## config.mk

```make
export PLATFORM = sky130hd
export DESIGN_NAME = plws_ram
export DESIGN_NICKNAME = d
export VERILOG_FILES = /design/src/sv/plws_ram.sv
export SDC_FILE = /design/constraint.sdc
export NUM_CORES = 1
export LEC_CHECK = 0
export ABC_CLOCK_PERIOD_IN_PS = 1400
export BUFFER_PORTS_ARGS = -buffer_cell sky130_fd_sc_hd__buf_2
export CORE_MARGIN = 2
export CORE_UTILIZATION = 30
export CTS_BUF_LIST = sky130_fd_sc_hd__clkbuf_2 sky130_fd_sc_hd__clkbuf_4 sky130_fd_sc_hd__clkbuf_8
export DETAILED_ROUTE_END_ITERATION = 8
export RECOVER_POWER = 50
export SLEW_MARGIN = 25
export SYNTH_ARGS = -nofsm -noshare
export SYNTH_HDL_FRONTEND = slang
export SYNTH_SLANG_ARGS = --single-unit
```

## constraint.sdc

```tcl
create_clock -name clk -period 1.4 [get_ports clk]
set_input_delay 0 -clock clk [delete_from_list [all_inputs] [get_ports clk]]
set_output_delay 0 -clock clk [all_outputs]
set_load 0.01 [all_outputs]
```

## src/sv/plws_ram.sv

```systemverilog
// ----------------------------------------------------------------------------
// plws_ram
// Generic single-write, single-read RAM with registered read data.
// ----------------------------------------------------------------------------
module plws_ram #(
    parameter int WIDTH = 8,
    parameter int DEPTH = 16,
    localparam int AW = (DEPTH > 1) ? $clog2(DEPTH) : 1
) (
    input  logic             clk,
    input  logic             we,
    input  logic [AW-1:0]    waddr,
    input  logic [WIDTH-1:0] wdata,
    input  logic [AW-1:0]    raddr,
    output logic [WIDTH-1:0] rdata
);

    logic [WIDTH-1:0] mem [DEPTH];

    always_ff @(posedge clk)
    begin
        if (we)
        begin
            mem[waddr] <= wdata;
        end
        rdata <= mem[raddr];
    end

endmodule

```

### Word-level counts from Yosys, hierarchy flattened

Memory sizes are Yosys's and may differ from the RTL's. A register that Yosys moved wholly into a read port is not among the register bits.
Index checks and enable logic that the tools add are counted.

| word-level totals | value |
|---|---|
| memory bits (writable) | 128 |
| output and inout port bits | 8 |
| word-level logic and storage cells | 3 |
| register bits | 0 |
| memories kept | 1 |
| input bits | 18 |

| operators by class | value |
|---|---|
| mux-type cells | 2 |

Memories:

| name | depth | width | read ports | clocked after Yosys merged registers in | wr ports | RTL line | RTL |
|---|---|---|---|---|---|---|---|
| mem | 16 | 8 | 1 | 1 | 1 | 18 | `logic [WIDTH-1:0] mem [DEPTH];` |

Operator list:

| operator | count |
|---|---|
| $mux W1 | 2 |

### Depth between registers and ports, before layout

Gate-level depths: netlist of run 1.

| logic depth | value |
|---|---|
| depth in word-level cells | 2 |
| mapped depth | 5 |
| gate-level depth less buffers | 3 |

### Worst setup path before layout of run 1

No wires, ideal clock.

| path | value |
|---|---|
| path type | input to register |
| from | input waddr[2] |
| to | memory mem[0][0] (enable) |
| path slack | -0.093 ns |
| buffers on the path | 0 |
| data arrival time | 1.110 ns |
| cell stages on the path | 2 |
| setup time | 0.383 ns |
| data required time | 1.017 ns |
| cells stage by stage | or3b_2 nor3_1 |

RTL lines:

| item | RTL line | RTL |
|---|---|---|
| from (decl) | 12 | `input logic [AW-1:0] waddr,` |
| to (decl) | 18 |  |

No word-level cell before the write port.

==> results of run 1 <==
==> flip-flops by register name, summed over array words and instances, names as in the netlist <==
register and count:
mem 128, rdata 8
==> repair_timing <==
item / 4_1_cts / 5_1_grt
gates resized for setup: 0 / 2
setup buffers: 0 / 0
hold buffers: 8 / 0
setup endpoints to repair: 0 / 2
endpoints found under the hold margin: 128 / 0
==> final timing paths <==
path / startpoint / to / depth (start not counted)
hold / removal: waddr[0] / mem[0][2] / 3
setup / recovery: mem[1][3] / rdata[3] / 3
setup reg to reg: mem[1][3] / rdata[3] / 3
hold reg to reg: mem[14][3] / rdata[3] / 3
==> per-stage QoR <==
stage	setup slack [ns]	std cells	setup TNS [ns]
6_report	0.0686	532	0
3_3_place_gp	-0.0651	492	-0.0862
2_1_floorplan	0.134	229	0
5_1_grt	0.0149	532	0
4_1_cts	0.0184	532	0
3_5_place_dp	-0.0479	492	-0.0905
==> synth_stat cells <==
master	n	area, um^2
mux4_2	18	405
nand3_1	1	5.00
edfxtp_1	128	3840
dfxtp_1	8	160
mux4_1	14	368
and2b_1	1	7.51
nor3_1	4	20.0
buf_2	3	15.0
buf_4	1	7.51
nor2_1	13	48.8
or3b_2	1	8.76
buf_6	3	33.8
clkdlybuf4s25_2	3	30.0
nand2_1	9	33.8
a22oi_1	16	120
nand3b_1	2	15.0
nor2b_1	1	6.26
and2_1	1	6.26
nand2b_1	2	12.5
==> where the power goes <==
group | leakage, uW | total, uW | internal (uW) | switching, uW
clock network | 0.000224 | 3490 | 2130 | 1360
logic | 0.000602 | 453 | 200 | 253
registers | 0.00122 | 4570 | 4550 | 22.0
total | 0.00205 | 8510 | 6880 | 1630
==> metal layers <==
layer | track usage, % | wire [um]
met3 | 3.19 | 409
met4 | 3.99 | 70
met2 | 18.7 | 4920
met1 | 14.6 | 4330
met5 | 0 | 0
==> worst min-delay path, cell delays in order <==
cell    delay [ns]
buf_2         0.16
nor3_2        0.06
buf_4         0.17
==> final cells by class <==
| class | instances | area share (%) |
|---|---|---|
| clock buffers | 24 | 4.83 |
| repair buffers | 61 | 6.42 |
| well taps | 220 | 4.44 |
| clock inverters | 8 | 2.34 |
| multi-input cells | 83 | 17.3 |
| flip-flops and latches | 136 | 64.6 |
==> logic make-up (layout without fill, tap and decap cells) <==
group / count (synthesis) / count (layout) / synth area share (%)
buffers and inverters: 10 / 93 / 1.68
flip-flops: 136 / 136 / 77.8
multiplexers: 32 / 32 / 15.0
AND/OR/NAND/NOR: 35 / 35 / 3.18
AO/OA/AOI/OAI: 16 / 16 / 2.33
==> impl_metrics.yaml, run 1 <==
critical_path:
  crit_type: "flop to flop"
  critical-path-max-stage-delay_ns: 0.53
  setup.worst_path.start_class: "flop"
  rrSetupSlack_ns: 0.07
  slowest_stage: "mux4_1"
  crit_chain: "mux4_1, a22oi_2, nand2_1"
  crit_required_ns: 1.71
  crit_fanout: 1
  path_delay_family: "multiplexers"
  path_buf_inv: 0
  arrival_ns: 1.64
  crit_path_end_kind: "flop"
detailed_routing:
  num_vias: 2430
  vias_per_cell: 4.57
  ant_nets: 0
  drt-pass1-iter-count: 4
  wirelength_um: 9740
  drt_drc_violations_left: 0
  routedWlPerCell_um: 18.3
  drt_iter0_markers: 206
floorplanning:
  die_area_um2: 18200
  die_h_um: 135
  io-pin-count: 26
  die_w_um: 135
  start_util_pct: 30.8
  rows: 47
  coreArea_um2: 16700
pwr:
  ir_worst_vdd_mv: 0.571
  finalPower_uw: 8510
  p_leak_uw: 0.00205
  powerDensity_nw_per_um2: 1370
synthesis:
  seq_area_frac_synth_pct: 77.8
  netlist_instances: 229
  avgSynthCellArea_um2: 22.5
  yosysUniqueCellTypes: 19
  synthesis.area_um2: 5150
  yosysWarnings: 0
  ys_seq_elements: 136
  synth.net_count: 247
clocking:
  cts_buffer_depth: 2
  root_buffer: "clkbuf_8"
  clock-sinks: 136
  cts_buffers: 17
  path_clk_slew_ns: 0.07
  clkLatencyLatePin_ns: 0.41
  cts_max_level: 4
  cts_tree: "done"
timing:
  worst_clock_skew_ns: 0.00883
  max_freq_mhz: 751
  finalHoldViolations: 0
  holdWs_ns: 0.159
  slew-limit-headroom_pct: 43.1
  worst_pin_slew_ns: 0.852
  min_period_ns: 1.33
  grt_setup_unrepaired: "no"
  slew_violations: 0
  fin_crit_sh_pct: 95.1
  setup_viol: 0
grt:
  grt_pass1_wl_um: 14900
  antenna_found_initial: 0
  overflow: 0
  grt_max_degree: 33
  grt.total_usage_pct: 11.4
  grt_pass1_vias: 2623
cells_and_area:
  area_growth_pct: 20.3
  drive_above_1_share_pct: 28.5
  final_cell_mix: "edfxtp_1, clkbuf_8, mux4_2, clkbuf_1, buf_4"
  area.sequential_um2: 4000
  final_nets: 317
  fillCellCount: 1574
  finalInstanceArea_um2: 6190
  utilization_pct: 37.1
  multiInputGateArea_um2: 1070
  antenna_cells: 0
  layout_commonest_cell: "edfxtp_1"
place:
  gp_congestion: 0.747
  hpwl_um: 6500
  portBuffers: 25
  placedInstanceArea_um2: 5700
min_path:
  hp-class: "input pin to flop"
run_status:
  status: "finished, final reports clean"
run:
  cap_violations: 0
No activity file was read; power rests on OpenSTA's default activity.
==> run 2, diff against run 1 <==
--- a/config.mk
+++ b/config.mk
@@ -5,6 +5,7 @@
 export SDC_FILE = /design/constraint.sdc
 export NUM_CORES = 1
 export LEC_CHECK = 0
+export ABC_AREA = 1
 export ABC_CLOCK_PERIOD_IN_PS = 1400
 export BUFFER_PORTS_ARGS = -buffer_cell sky130_fd_sc_hd__buf_2
 export CORE_MARGIN = 2
==> run 2 against run 1 <==
Against the previous run:
- combinational power is 32% higher
- total power decreased by 4.0%
- non-clock buffer count decreased by 4
- final cell count up 60%
- largest cell class unchanged
==> impl_metrics.yaml, run 2 <==
synthesis:
  netlist_instances: 551
  synth_commonest_cells: "nand2_1, edfxtp_1, inv_1"
  ys_seq_elements: 136
  ys_top_cells_by_area: "edfxtp_1, nand2_1, nand3_1, inv_1, dfxtp_1"
  synth_largest_area_cell: "edfxtp_1"
  synth.most_common_cell: "nand2_1"
  avgSynthCellArea_um2: 10.5
  synth_top_cell_area_share_pct: 66.7
  seq_area_frac_synth_pct: 69.4
  yosysUniqueCellTypes: 12
  ys.flop_type: "edfxtp_1"
  yosysWarnings: 0
  synth_edf_count: 128
  synthesis.area_um2: 5770
  synth.net_count: 569
  async_flop_share_pct: 0
grt:
  grt.total_usage_pct: 14.0
  antenna_found_initial: 0
  grt_max_degree: 39
  overflow: 0
  grt_pass1_wl_um: 20500
  grt_pass1_vias: 3674
clocking:
  cts_tree: "done"
  clock-sinks: 136
  root_buffer: "clkbuf_8"
  cts_buffers: 17
  cts_setup_buffers: 0
  clkLatencyLatePin_ns: 0.45
  cts_resized: 0
  cts_buffer_depth: 2
  path_clk_slew_ns: 0.08
  cts_max_level: 4
place:
  gp_congestion: 0.814
  portBuffers: 25
  placed_cells: 810
  hpwl_um: 8170
critical_path:
  critical-path-max-stage-delay_ns: 0.36
  crit_type: "flop to flop"
  setup.worst_path.start_class: "flop"
  path_buf_inv: 1
  reg2regPathDepth: 6
  slowest_stage: "edfxtp_1"
  cpMostUsedCell: "nand3_1"
  crit_chain: "inv_1, nand2_1, nand3_1, nand3_1, nand3_1, nand2_1"
  arrival_ns: 1.37
  path_delay_family: "simple AND/OR/NAND/NOR gates"
  crit_required_ns: 1.74
  crit_path_end_kind: "flop"
  crit_fanout: 1
  regToRegStartpoint: "mem[3][7]"
  r2r_end: "rdata[7]"
  rrSetupSlack_ns: 0.37
min_path:
  hp-class: "input pin to flop"
  hold_end: "rdata[5]"
  hold_start: "raddr[2]"
  hold_depth: 5
cells_and_area:
  fillCellCount: 1870
  antenna_cells: 0
  top_register: "mem"
  utilization_pct: 35.4
  area_growth_pct: 15.2
  layout_commonest_cell: "nand2_1"
  reg_top3: "mem x128, rdata x8"
  layout.cells.non_filler: 850
  final_cell_mix: "nand2_1, edfxtp_1, inv_1, nand3_1, clkbuf_1"
  final_nets: 621
  largest_reg_flops: 128
  drive_above_1_share_pct: 9.25
detailed_routing:
  vias_per_cell: 4.40
  ant_nets: 0
  num_vias: 3739
  drt_iter0_markers: 292
  drt-pass1-iter-count: 5
  routedWlPerCell_um: 15.5
  drt_drc_violations_left: 0
  wirelength_um: 13200
timing:
  holdWs_ns: 0.108
  worst_clock_skew_ns: 0.0127
  min_period_ns: 1.03
  grt_setup_unrepaired: "no"
  worst_pin_slew_ns: 1.01
  finalSetupTns_ns: 0
  max_freq_mhz: 972
  slew-limit-headroom_pct: 32.5
  fin_crit_sh_pct: 73.5
  slew_violations: 0
  finalHoldViolations: 0
  setup_viol: 0
floorplanning:
  rows: 50
  die_h_um: 143
  die_w_um: 143
  coreArea_um2: 18800
  die_area_um2: 20300
  start_util_pct: 30.7
  io-pin-count: 26
pwr:
  powerDensity_nw_per_um2: 1230
  p_leak_uw: 0.00280
  ir_worst_vdd_mv: 0.637
  finalPower_uw: 8170
run:
  cap_violations: 0
run_status:
  status: "finished, final reports clean"
-- run 2: power breakdown --
| group | internal (uW) | switching, uW |
|---|---|---|
| clock | 1590 | 1400 |
| sequential | 4550 | 32.4 |
| combinational | 189 | 407 |
-- run 2: area by class of cell --
cell class              count  area (um^2)  share of cell area [%]
repair buffers             57          387                    5.82
flip-flops and latches    136         4000                    60.3
multi-input cells         289         1210                    18.3
well taps                 234          293                    4.41
inverters                 102          383                    5.76
clock buffers              20          256                    3.86
clock inverters            12          109                    1.64
-- run 2: worst max-delay path by stage --
| stage | start | to | slack, ns | cells past startpoint |
|---|---|---|---|---|
| 2_1_floorplan | waddr[2] | mem[10][0] | 0.45 | 2 |
| 3_3_place_gp | raddr[0] | rdata[7] | 0.29 | 8 |
| 3_5_place_dp | raddr[0] | rdata[7] | 0.28 | 8 |
| 4_1_cts | mem[3][7] | rdata[7] | 0.34 | 6 |
| 5_1_grt | mem[1][7] | rdata[7] | 0.27 | 6 |
| 6_report | mem[3][7] | rdata[7] | 0.37 | 6 |
-- run 2: routing by layer --
| metal | track usage, % | wire length, um |
|---|---|---|
| met1 | 18.4 | 5990 |
| met2 | 21.3 | 6020 |
| met3 | 3.39 | 727 |
| met4 | 7.56 | 424 |
| met5 | 0 | 0 |
-- run 2: through the flow --
step / instance area [um^2] / setup WS (ns)
floorplan: 5770 / 0.449
global placement: 6260 / 0.287
finish: 6650 / 0.371
detailed placement: 6260 / 0.282
global route: 6650 / 0.265
CTS: 6710 / 0.340
-- run 2: worst min-delay path: cells and delay by family --
family	cells	cell delay [ns]
buf+inv	2	0.31
simple gates	3	0.22
-- run 2: what timing repair did --
item	CTS	global route
setup endpoints to repair	0	0
hold buffers	8	0
endpoints found under the hold margin	119	0
-- run 2: logic make-up after synthesis --
family                 Yosys count  synth area share (%)
and+or+nand+nor                289                  21.0
DFF                            136                  69.4
buffers and inverters          126                  9.52
==> run 3, diff against run 2 <==
--- a/config.mk
+++ b/config.mk
@@ -6,7 +6,7 @@
 export NUM_CORES = 1
 export LEC_CHECK = 0
 export ABC_AREA = 1
-export ABC_CLOCK_PERIOD_IN_PS = 1400
+export ABC_CLOCK_PERIOD_IN_PS = 1050
 export BUFFER_PORTS_ARGS = -buffer_cell sky130_fd_sc_hd__buf_2
 export CORE_MARGIN = 2
 export CORE_UTILIZATION = 30
==> constraint.sdc (replaced) <==
create_clock -name clk -period 1.05 [get_ports clk]
set_input_delay 0 -clock clk [delete_from_list [all_inputs] [get_ports clk]]
set_output_delay 0 -clock clk [all_outputs]
set_load 0.01 [all_outputs]
==> run 3 against run 2 <==
Against the previous run:
- wire length grew 2.0%
- hold slack lost 0.033 ns
- non-clock buffer count grew 15
- clock power grew 30%
- combinational power grew 49%
- sequential power grew 33%
- critical path type is now flop to output pin
==> impl_metrics.yaml, run 3 (synthesis results as in run 2) <==
cells_and_area:
  drive_above_1_share_pct: 14.4
  final_cell_mix: "nand2_1, edfxtp_1, inv_1, nand3_1, clkbuf_1"
  fillCellCount: 1909
  final_nets: 636
  area_growth_pct: 19.1
  antenna_cells: 0
  largest_reg_flops: 128
  top_register: "mem"
  utilization_pct: 36.6
  reg_top3: "mem x128, rdata x8"
  layout_commonest_cell: "nand2_1"
  layout.cells.non_filler: 865
floorplanning:
  start_util_pct: 30.7
  rows: 50
  die_w_um: 143
  die_area_um2: 20300
  io-pin-count: 26
  die_h_um: 143
  coreArea_um2: 18800
timing:
  worst_clock_skew_ns: 0.00682
  fin_crit_sh_pct: 94.3
  setup_slack_ns: 0.0595
  finalHoldViolations: 0
  slew-limit-headroom_pct: 35.9
  setup_viol: 0
  worst_pin_slew_ns: 0.962
  max_freq_mhz: 1010
  holdWs_ns: 0.0745
  grt_setup_unrepaired: "no"
  min_period_ns: 0.990
  slew_violations: 0
pwr:
  p_leak_uw: 0.00293
  powerDensity_nw_per_um2: 1590
  ir_worst_vdd_mv: 0.932
detailed_routing:
  drt_drc_violations_left: 0
  routedWlPerCell_um: 15.5
  vias_per_cell: 4.44
  drt-pass1-iter-count: 4
  ant_nets: 0
  drt_iter0_markers: 331
  wirelength_um: 13400
  num_vias: 3840
clocking:
  clock-sinks: 136
  cts_tree: "done"
  path_clk_slew_ns: 0.07
  root_buffer: "clkbuf_8"
  cts_max_level: 4
  cts_buffer_depth: 2
  clkLatencyLatePin_ns: 0.43
  cts_buffers: 17
grt:
  grt_pass1_wl_um: 21200
  antenna_found_initial: 0
  grt.total_usage_pct: 14.3
  grt_max_degree: 26
  grt_pass1_vias: 3839
  overflow: 0
critical_path:
  crit_required_ns: 1.05
  crit_type: "flop to output pin"
  reg2regPathDepth: 6
  cp_num_cells: 1
  arrival_ns: 0.99
  path_delay_family: "flip-flops"
  crit_fanout: 1
  critical-path-max-stage-delay_ns: 0.39
  path_buf_inv: 1
  slowest_stage: "dfxtp_1"
  crit_chain: "buf_2"
  crit_path_end_kind: "output pin"
  setup.worst_path.start_class: "flop"
min_path:
  hold_depth: 5
  hp-class: "input pin to flop"
place:
  gp_congestion: 0.833
  pre_cts_ws_ns: -0.0716
  hpwl_um: 8950
  placed_cells: 826
  portBuffers: 25
run_status:
  status: "finished, final reports clean"
run:
  cap_violations: 0
-- run 3: changes by cell type in the layout (fill, tap and decap cells not counted), sizes merged --
cell / previous run / this run
clkbuf: 41 / 48
bufinv: 2 / 1
clkinv: 8 / 4
dlygate4sd3: 8 / 7
clkinvlp: 2 / 0
buf: 28 / 44
-- run 3: where the power goes --
| part | leakage, uW | switching, uW | total [uW] | internal (uW) |
|---|---|---|---|---|
| combinational | 0.00151 | 569 | 889 | 320 |
| clock | 0.000193 | 1780 | 3890 | 2110 |
| sequential | 0.00122 | 41.9 | 6110 | 6070 |
-- run 3: final cells by class --
cell class / instances / area [um^2] / share of cell area, %
timing repair buffer: 72 / 561 / 8.16
clock inverter: 5 / 47.5 / 0.692
clock buffer: 27 / 309 / 4.50
multi-input combinational: 289 / 1270 / 18.5
sequential: 136 / 4000 / 58.3
tap: 234 / 293 / 4.26
inverter: 102 / 383 / 5.57
-- run 3: repair_timing --
action | CTS | global route
hold endpoints to repair | 99 | 0
setup endpoints to repair | 0 | 6
gates resized for setup | 0 | 14
buffers inserted | 0 | 0
hold buffers | 7 | 0
-- run 3: per-stage QoR --
stage          area, um^2  power [uW]  setup TNS (ns)
2_1_floorplan        5770        6660               0
3_3_place_gp         6440        7090         -0.0937
3_5_place_dp         6440        7100          -0.465
4_1_cts              6870       11000               0
5_1_grt              6870       11300               0
6_report             6870       10900               0
-- run 3: final timing paths --
check / startpoint / endpoint / slack [ns]
setup / recovery: rdata[4] / rdata[4] / 0.06
hold / removal: raddr[2] / rdata[7] / 0.07
setup reg to reg: mem[11][4] / rdata[4] / 0.09
hold reg to reg: mem[10][6] / rdata[6] / 0.68
-- run 3: routing by layer --
layer  global-route usage (%)  part of all wire (%)
met3                     3.66                   5.8
met5                        0                     0
met4                     5.94                   1.7
met2                     22.4                    48
met1                     19.0                    45
